===== config.mk =====
export PLATFORM = sky130hd
export DESIGN_NAME = bresenham_two_axis_step_generator_unit
export DESIGN_NICKNAME = d
export VERILOG_FILES = /design/src/hdl/bstep_pkg.sv /design/src/hdl/bresenham_two_axis_step_generator_unit.sv
export SDC_FILE = /design/constraint.sdc
export NUM_CORES = 1
export LEC_CHECK = 0
export BUFFER_PORTS_ARGS = -buffer_cell sky130_fd_sc_hd__buf_2
export CORE_AREA = 2 2 198 200
export CTS_CLUSTER_DIAMETER = 120
export CTS_CLUSTER_SIZE = 14
export DETAILED_ROUTE_END_ITERATION = 12
export DIE_AREA = 0 0 200 202
export PLACE_DENSITY = 0.68
export REMOVE_ABC_BUFFERS = 1
export SETUP_SLACK_MARGIN = 0.2
export SYNTH_ARGS = -nofsm -noshare
export SYNTH_HDL_FRONTEND = slang
export SYNTH_SLANG_ARGS = --single-unit

===== constraint.sdc =====
create_clock -name clk -period 20 [get_ports clk]
set_clock_uncertainty 0.15 [all_clocks]
set_input_delay 1 -clock clk [delete_from_list [all_inputs] [get_ports clk]]
set_output_delay 1 -clock clk [all_outputs]
set_load 0.03 [all_outputs]

===== src/hdl/bstep_pkg.sv =====
// ----------------------------------------------------------------------------
// bstep_pkg
// Shared command codes and field types of the two-axis Bresenham stepper.
// ----------------------------------------------------------------------------
`default_nettype none

package bstep_pkg;

  // Command field of an input beat.
  localparam logic CMD_LOAD = 1'b0;
  localparam logic CMD_TICK = 1'b1;

  // Direction bit values as seen on dir_x and dir_y.
  localparam logic DIR_NEG = 1'b0;
  localparam logic DIR_POS = 1'b1;

  // Flags carried with every result beat.
  typedef struct packed {
    logic step_x;
    logic dir_x;
    logic step_y;
    logic dir_y;
    logic busy_res;
    logic move_done;
    logic rejected;
  } flags_t;

endpackage

`default_nettype wire


===== src/hdl/bresenham_two_axis_step_generator_unit.sv =====
// ----------------------------------------------------------------------------
// bresenham_two_axis_step_generator_unit
// Two-axis linear interpolator: load a target, then each tick beat during a move
// steps the major axis and, by Bresenham error, the minor axis.
// ----------------------------------------------------------------------------
// The unit takes one input beat in every clock cycle and returns exactly one
// result beat for it, in the next cycle, from a single output register. A load
// or a tick is worked out in the cycle it is accepted, directly from the
// input ports and the held move state; the longest path is one
// POS_BITS+1 bit subtract, absolute value and magnitude compare on a load,
// or the error add, compare and subtract on a tick. The input side is only
// stalled while a finished result waits and the output side is stalled too.
`default_nettype none

module bresenham_two_axis_step_generator_unit #(
  parameter int POS_BITS = 24
) (
  input  wire logic                       clk,
  input  wire logic                       rst,
  // Input channel.
  input  wire logic                       in_valid,
  output      logic                       in_stall,
  input  wire logic                       command,
  input  wire logic signed [POS_BITS-1:0] target_x,
  input  wire logic signed [POS_BITS-1:0] target_y,
  // Result channel.
  output      logic                       out_valid,
  input  wire logic                       out_stall,
  output      logic                       step_x,
  output      logic                       dir_x,
  output      logic                       step_y,
  output      logic                       dir_y,
  output      logic                       busy_res,
  output      logic                       move_done,
  output      logic                       rejected,
  output      logic signed [POS_BITS-1:0] pos_x,
  output      logic signed [POS_BITS-1:0] pos_y
);

  localparam int W = POS_BITS;

  // Move state.
  logic [W-1:0] position_x, position_x_next;
  logic [W-1:0] position_y, position_y_next;
  logic [W-1:0] major_delta, major_delta_next;
  logic [W-1:0] minor_delta, minor_delta_next;
  logic [W:0]   error_acc, error_acc_next;
  logic [W-1:0] steps_left, steps_left_next;
  logic         x_is_major, x_is_major_next;
  logic [1:0]   direction_bits, direction_bits_next;
  logic         active, active_next;

  // Output register.
  bstep_pkg::flags_t flags, flags_next;
  logic [W-1:0]      pos_x_reg;
  logic [W-1:0]      pos_y_reg;

  logic accept;

  // Load datapath.
  logic [W:0]   dx_full, dy_full;
  logic [W:0]   dx_abs, dy_abs;
  logic [W-1:0] ax, ay;
  logic         dx_pos, dy_pos;
  logic         ax_major;

  // Tick datapath.
  logic [W:0]   err_sum;
  logic         minor_step;
  logic         sx, sy;

  assign in_stall = out_valid && out_stall;
  assign accept   = in_valid && !in_stall;

  // Deltas need one extra bit: target and position span the full range.
  assign dx_full  = {target_x[W-1], target_x} - {position_x[W-1], position_x};
  assign dy_full  = {target_y[W-1], target_y} - {position_y[W-1], position_y};
  assign dx_abs   = dx_full[W] ? (~dx_full + 1'b1) : dx_full;
  assign dy_abs   = dy_full[W] ? (~dy_full + 1'b1) : dy_full;
  assign ax       = dx_abs[W-1:0];
  assign ay       = dy_abs[W-1:0];
  assign dx_pos   = !dx_full[W] && (dx_full != '0);
  assign dy_pos   = !dy_full[W] && (dy_full != '0);
  assign ax_major = ax > ay;

  // The error stays below the major delta, so the sum fits in W+1 bits.
  assign err_sum    = error_acc + {1'b0, minor_delta};
  assign minor_step = err_sum >= {1'b0, major_delta};
  assign sx         = x_is_major ? 1'b1 : minor_step;
  assign sy         = x_is_major ? minor_step : 1'b1;

  always_comb begin
    position_x_next     = position_x;
    position_y_next     = position_y;
    major_delta_next    = major_delta;
    minor_delta_next    = minor_delta;
    error_acc_next      = error_acc;
    steps_left_next     = steps_left;
    x_is_major_next     = x_is_major;
    direction_bits_next = direction_bits;
    active_next         = active;
    flags_next          = '0;

    unique case (command)
      bstep_pkg::CMD_LOAD: begin
        if (active) begin
          flags_next.rejected = 1'b1;
        end else begin
          direction_bits_next = {dy_pos, dx_pos};
          x_is_major_next     = ax_major;
          major_delta_next    = ax_major ? ax : ay;
          minor_delta_next    = ax_major ? ay : ax;
          error_acc_next      = {2'b00, major_delta_next[W-1:1]};
          steps_left_next     = major_delta_next;
          active_next         = (major_delta_next != '0);
          flags_next.move_done = (major_delta_next == '0);
        end
      end
      bstep_pkg::CMD_TICK: begin
        if (active) begin
          error_acc_next = minor_step ? (err_sum - {1'b0, major_delta}) : err_sum;
          flags_next.step_x = sx;
          flags_next.step_y = sy;
          if (sx) begin
            position_x_next = (direction_bits[0] == bstep_pkg::DIR_POS) ?
                              position_x + 1'b1 : position_x - 1'b1;
          end
          if (sy) begin
            position_y_next = (direction_bits[1] == bstep_pkg::DIR_POS) ?
                              position_y + 1'b1 : position_y - 1'b1;
          end
          steps_left_next = steps_left - 1'b1;
          if (steps_left_next == '0) begin
            active_next          = 1'b0;
            flags_next.move_done = 1'b1;
          end
        end
      end
      default: begin
      end
    endcase

    flags_next.dir_x    = direction_bits_next[0];
    flags_next.dir_y    = direction_bits_next[1];
    flags_next.busy_res = active_next;
  end

  always_ff @(posedge clk) begin
    if (rst) begin
      position_x     <= '0;
      position_y     <= '0;
      major_delta    <= '0;
      minor_delta    <= '0;
      error_acc      <= '0;
      steps_left     <= '0;
      x_is_major     <= 1'b0;
      direction_bits <= '0;
      active         <= 1'b0;
      out_valid      <= 1'b0;
    end else begin
      if (accept) begin
        position_x     <= position_x_next;
        position_y     <= position_y_next;
        major_delta    <= major_delta_next;
        minor_delta    <= minor_delta_next;
        error_acc      <= error_acc_next;
        steps_left     <= steps_left_next;
        x_is_major     <= x_is_major_next;
        direction_bits <= direction_bits_next;
        active         <= active_next;
        out_valid      <= 1'b1;
      end else if (!out_stall) begin
        out_valid <= 1'b0;
      end
    end
  end

  // Result payload holds while stalled because accept is low then.
  always_ff @(posedge clk) begin
    if (accept) begin
      flags     <= flags_next;
      pos_x_reg <= position_x_next;
      pos_y_reg <= position_y_next;
    end
  end

  assign step_x    = flags.step_x;
  assign dir_x     = flags.dir_x;
  assign step_y    = flags.step_y;
  assign dir_y     = flags.dir_y;
  assign busy_res  = flags.busy_res;
  assign move_done = flags.move_done;
  assign rejected  = flags.rejected;
  assign pos_x     = pos_x_reg;
  assign pos_y     = pos_y_reg;

  // The error term never reaches the major delta during a move.
  a_error_bound: assert property (@(posedge clk) disable iff (rst)
    active |-> (error_acc < {1'b0, major_delta}))
    else $error("error accumulator reached the major delta");

  // A tick during a move always steps the major axis.
  a_tick_steps: assert property (@(posedge clk) disable iff (rst)
    (accept && active && command == bstep_pkg::CMD_TICK) |=>
      (out_valid && (flags.step_x || flags.step_y)))
    else $error("tick during a move gave no step");

  // A rejected load leaves the move running; a finished move is idle.
  a_reject_busy: assert property (@(posedge clk) disable iff (rst)
    (out_valid && flags.rejected) |-> flags.busy_res)
    else $error("rejected load without a running move");

  a_done_idle: assert property (@(posedge clk) disable iff (rst)
    (out_valid && flags.move_done) |-> (!flags.busy_res && !active))
    else $error("move done while still busy");

endmodule

`default_nettype wire

Word-level counts from Yosys, hierarchy flattened

Cells that the tools add are included.
W data, S select, Z words.

Flip-flop bits (word level): 205
Latch bits: 0
RAM bits: 0
Bits in read-only memories: 0
Logic and storage cells: 88
Memories kept: 0

Add/subtract/negate cells: 11
Multipliers: 0
Divide/modulo/power cells: 0
Order comparisons: 2
Equal/unequal tests: 3
Shifts and indexed selects: 0
Multiplexer cells: 34
Bitwise gates (word level): 4
Reductions and logical operators: 15

Operators with widths:

| kind                    | number |
|---|---|
| $mux W24                | 14 |
| $add A24 B1 Y24 const B | 4 |
| $mux W25                | 3 |
| $sub A24 B1 Y24 const B | 3 |
| $pmux W25 S2            | 1 |
| $reduce_bool A25 Y1     | 2 |
| $sub A24 B24 Y25        | 2 |
| $logic_not A24 Y1       | 2 |
| $not A24 Y24            | 2 |
| $pmux W24 S2            | 1 |
| $add A25 B24 Y25        | 1 |
| $ge A25 B24 Y1          | 1 |
| $sub A25 B24 Y25        | 1 |
| $gt A24 B24 Y1          | 1 |
| $reduce_bool A24 Y1     | 1 |
| $mux W1                 | 11 |
| $reduce_and A3 Y1       | 2 |
| $logic_and A1 B1 Y1     | 4 |
| $mux W2                 | 2 |
| $ne A2 B1 Y1 const B    | 2 |
| $pmux W1 S2             | 2 |
| $logic_not A1 Y1        | 3 |
| $ne A2 B2 Y1 const B    | 1 |
| $not A1 Y1              | 2 |
| $reduce_and A2 Y1       | 1 |

Longest topological paths before layout

Depth after elaboration: 9
Mapped depth: 30

Worst setup path after synthesis

Ideal clock, no wire load.

Kind: in2reg
Start: in target_x[2]
End: reg flags (netlist bit move_done), data pin
Setup time: 180 ps
Arrival: 7363 ps
Required time: 19670 ps
Slack: 12307 ps
Cell stages on the path: 23
Path buffers: 0
Cell sequence: ha_1 o21ai_1 a21o_1 a211oi_1 or4_1 nand3_1 or3b_1 or4b_1 o41ai_1 xor2_1 inv_1 ha_1 nand4_1 nor4_1 nand2_1 o211ai_1 and2_0 nand2_1 or4_1 a2111o_1 or4_1 or4_4 o41ai_2

RTL lines:

| what                   | RTL line                                      | text |
|---|---|---|
| start: declaration     | bresenham_two_axis_step_generator_unit.sv:24  | `input wire logic signed [POS_BITS-1:0] target_x,` |
| end signal: assignment | bresenham_two_axis_step_generator_unit.sv:181 | `flags <= flags_next;` |
| end: declaration       | bresenham_two_axis_step_generator_unit.sv:54  | `bstep_pkg::flags_t flags, flags_next;` |

Worst setup path after layout

Start: in target_x[0]
End: reg flags (netlist bit busy_res), data pin

Cells in the longest elaborated chain, start to end: 9

RTL lines:

| what                  | RTL line                                      | text |
|---|---|---|
| $sub A24 B24 Y25 *    | bresenham_two_axis_step_generator_unit.sv:76  | `assign dx_full = {target_x[W-1], target_x} - {position_x[W-1], position_x};` |
| $not A24 Y24          | bresenham_two_axis_step_generator_unit.sv:78  | `assign dx_abs = dx_full[W] ? (~dx_full + 1'b1) : dx_full;` |
| $add A24 B1 Y24       | bresenham_two_axis_step_generator_unit.sv:78  |  |
| $mux W24 *            | bresenham_two_axis_step_generator_unit.sv:78  |  |
| $gt A24 B24 Y1        | bresenham_two_axis_step_generator_unit.sv:84  | `assign ax_major = ax > ay;` |
| $mux W24 *            | bresenham_two_axis_step_generator_unit.sv:111 | `major_delta_next = ax_major ? ax : ay;` |
| $reduce_bool A24 Y1 * | bresenham_two_axis_step_generator_unit.sv:115 | `active_next = (major_delta_next != '0);` |
| $mux W1 *             | bresenham_two_axis_step_generator_unit.sv:106 | `if (active) begin` |
| $pmux W1 S2 *         | bresenham_two_axis_step_generator_unit.sv:104 | `unique case (command)` |
| net active_next       | bresenham_two_axis_step_generator_unit.sv:51  | `logic active, active_next;` |

The timed path passes the listed nets; every way through them passes the cells marked *.
A chain may end at the register's enable or synchronous reset.

==> results_dict.tcl <==
set metrics [dict create \
    timing.reg2reg.worst_path_depth 24 \
    cts_setup_buffers 0 \
    synth_cell_types 112 \
    tritoncts "yes" \
    final-hold-violation-count 0 \
    placed_insts 3049 \
    most_used_cells_in_the_layout_excluding_fill_and_tap_cells "nand2_1, a21oi_1, nor2_1, ha_1, dfxtp_1" \
    portBuffers 109 \
    grt_setup_unrepaired "false" \
    initial_utilization_pct 50.65 \
    max_flop_register "error_acc" \
    path_max_fanout 34 \
    final.min_clock_period_ps 8622 \
    flip_flop_count_of_the_largest_register_all_copies_and_words_added 25 \
    hp-class "flop to flop" \
    multi_input_comb_area_um2 13700 \
    final_cells 3080 \
    finalWeightedCongestion 0.9477 \
    worst-endpoint-required_ps 20120 \
    quantity_of_hold_fixing_buffers_added_after_cts 0 \
    grt_start_max_net_pins 68 \
    totalWireLength_um 57250 \
    dr.pass1.iters 6 \
    cp-end-kind "flop" \
    globalRouteMet1Util_pct 38.17 \
    clock_sinks 205 \
    floorplan.rows 72 \
    clkSlewWorstSetupHoldPaths_ps 70 \
    max-slew-margin-rel_pct 26.05 \
    report.final.setup_viol 0 \
    power_frac_comb_pct 61.6 \
    n_antenna_cell 0 \
    power_frac_seq_pct 23.0 \
    cap_viol_max_count 0 \
    first_iter_violations 1280 \
    area_growth_synth_to_finish_pct 7.007 \
    final_common_cell "nand2_1" \
    timing_worst_slew_pin_value_ps 1107 \
    fin_tns_setup_ps 0 \
    ys_async_sr_fraction_pct 0 \
    clk_path_buf_depth 3 \
    insertion_delay_ps 530 \
    die-height_um 202 \
    synth.yosys.warnings 0 \
    storage_element_area_um2 4654 \
    cts_root_buf "clkbuf_16" \
    syn-cell-area_um2 19390 \
    synth-seq-area-share_pct 24.00 \
    wl_per_cell_um 18.59 \
    post_syn_instances 2524 \
    timing.final.crit_share_pct 43.11 \
    grt.met2_usage_pct 47.31 \
    run_status "finished, final reports clean" \
    first_global_vias 17352 \
    grt_remaining_overflow 0 \
    grtUsageTotal_pct 27.77 \
    synth_seq_cells 205 \
    grt_antenna_before_repair 0 \
    crit_arrival_ps 8740 \
    timing.critical_path.from_type "input port" \
    post_cts.resized_instances 0 \
    hold_path_depth 2 \
    antenna_left 0 \
    cts_buffers 18 \
    detailed_placement_wirelength_estimate_um 42710 \
    holdCritStartpoint "error_acc[3]$_SDFFE_PP0P_" \
    peakVddDrop_uv 82.09 \
    met3_track_utilization_from_global_routing_pct 2.169 \
    crit_start "target_x[0]" \
    io_pins 110 \
    power_report.internal_total_mw 1.153 \
    worstSetupPathType "input port to flop" \
    synthesis.area_per_instance_um2 7.683 \
    p_per_area_nw_per_um2 107.5 \
    clockPowerShare_pct 15.4 \
    core_area_um2 38290 \
    synth_flop_cell "dfxtp_1" \
    fmax_mhz 116.0 \
    rr_startpoint "position_x[1]$_SDFFE_PP0P_" \
    gr-max-usage-layer "met2" \
    vias 18718 \
    cts_htree_levels 1 \
    grt_first_pass_wirelength_um 91140 \
    power.switching_mw 1.077 \
    finalMaxSlewViolations 0 \
    power.static_leakage_nw 8.267 \
    vias_per_cell 6.077 \
    number_of_fill_cells_in_the_layout 3693 \
    die_width_um 200 \
    post_route_cells_drive_above_1_share_pct 9.524 \
    synth_enable_flop_cells 55 \
    die_area_um2 40400 \
    swShare_pct 48.30 \
    route.detailed.drc 0 \
    finish.net_count 2780 \
]
stage by stage:
step	utilization (%)	area, um^2	setup slack, ps	power, mW	hold slack (ps)
5_1_grt	54.20	20750	10790	2.394	326.6
3_3_place_gp	52.84	20230	11180	1.842	293.2
4_1_cts	54.20	20750	11470	2.221	309.8
6_report	54.20	20750	11380	2.230	311.3
2_1_floorplan	-	18830	10680	1.502	279.1
3_5_place_dp	52.84	20230	10940	1.867	299.1
Yosys cell counts, drive strengths merged, types with 31 or more instances:
cell    number  area, um^2
a21oi      258        1291
a21o        49       369.1
o211ai      61       467.9
edfxtp      55        1652
nand2      267        1002
inv        137       514.3
a211oi      65       498.0
xnor2      106       928.4
o21a        31       232.7
nor2       232       880.9
dfxtp      150        3003
ha         170        2127
or3         32       201.5
xor2        49       429.2
nor3        62       326.6
clkbuf      96       411.6
nand2b      32       200.2
o21ai      141       713.2
nand3       58       290.3
path summary, 6_finish.rpt:
check                                                  to  slack (ps)
worst min register to register  error_acc[3]$_SDFFE_PP0P_         310
worst max register to register         busy_res$_DFFE_PP_       11520
worst max-delay path                   busy_res$_DFFE_PP_       11380
worst min-delay path            error_acc[3]$_SDFFE_PP0P_         310
worst max-delay path, stage by stage:
cell and delay, ps:
buf_2 80, inv_1 30, ha_1 210, fa_1 400, xor2_1 420, nand3_1 250
nor3b_1 470, and3_1 280, and3_1 260, or4b_1 530, o41ai_1 330, xor2_1 320
inv_1 80, ha_1 320, nand4_1 160, nor4_1 410, nand2_1 130, or3_1 380
nand2_1 370, buf_4 420, mux2i_1 300, or4_1 570, or4b_1 480, nor4_1 490
nor2_1 70
power by group through the flow:
| stage | Combinational [mW] | Sequential [mW] | Clock (mW) |
|---|---|---|---|
| 2_1_floorplan | 0.966 | 0.535 | 0 |
| 3_3_place_gp | 1.32 | 0.518 | 0 |
| 3_5_place_dp | 1.35 | 0.520 | 0 |
| 4_1_cts | 1.36 | 0.512 | 0.353 |
| 5_1_grt | 1.51 | 0.518 | 0.365 |
| 6_report | 1.37 | 0.512 | 0.344 |
area by class of cell:
class,count,area share [%]
Multi-Input combinational cell,2057,66.02
Timing Repair Buffer,130,3.401
Sequential cell,205,22.43
Clock buffer,30,2.490
Inverter,139,2.514
Clock inverter,1,0.02412
Tap cell,518,3.123
kinds of logic (layout without fill, tap and decap cells):
logic type                 after synthesis  after routing  synth area share (%)
and+or+nand+nor                        873            873                 21.93
buffers and inverters                  262            300                 5.587
adders and majority gates              176            176                 11.59
DFF                                    205            205                 24.00
xor gates and xnor gates               155            155                 7.000
muxes                                   46             46                 2.523
AOI/OAI and AO/OA                      807            807                 27.37
routing by layer:
layer  vias up  wire length (um)
met5         -                 0
met4         0               984
met3        50              2601
met2       496             26970
met1      8872             26690
li1       9300                 -
No activity file was read; power rests on OpenSTA's default activity.
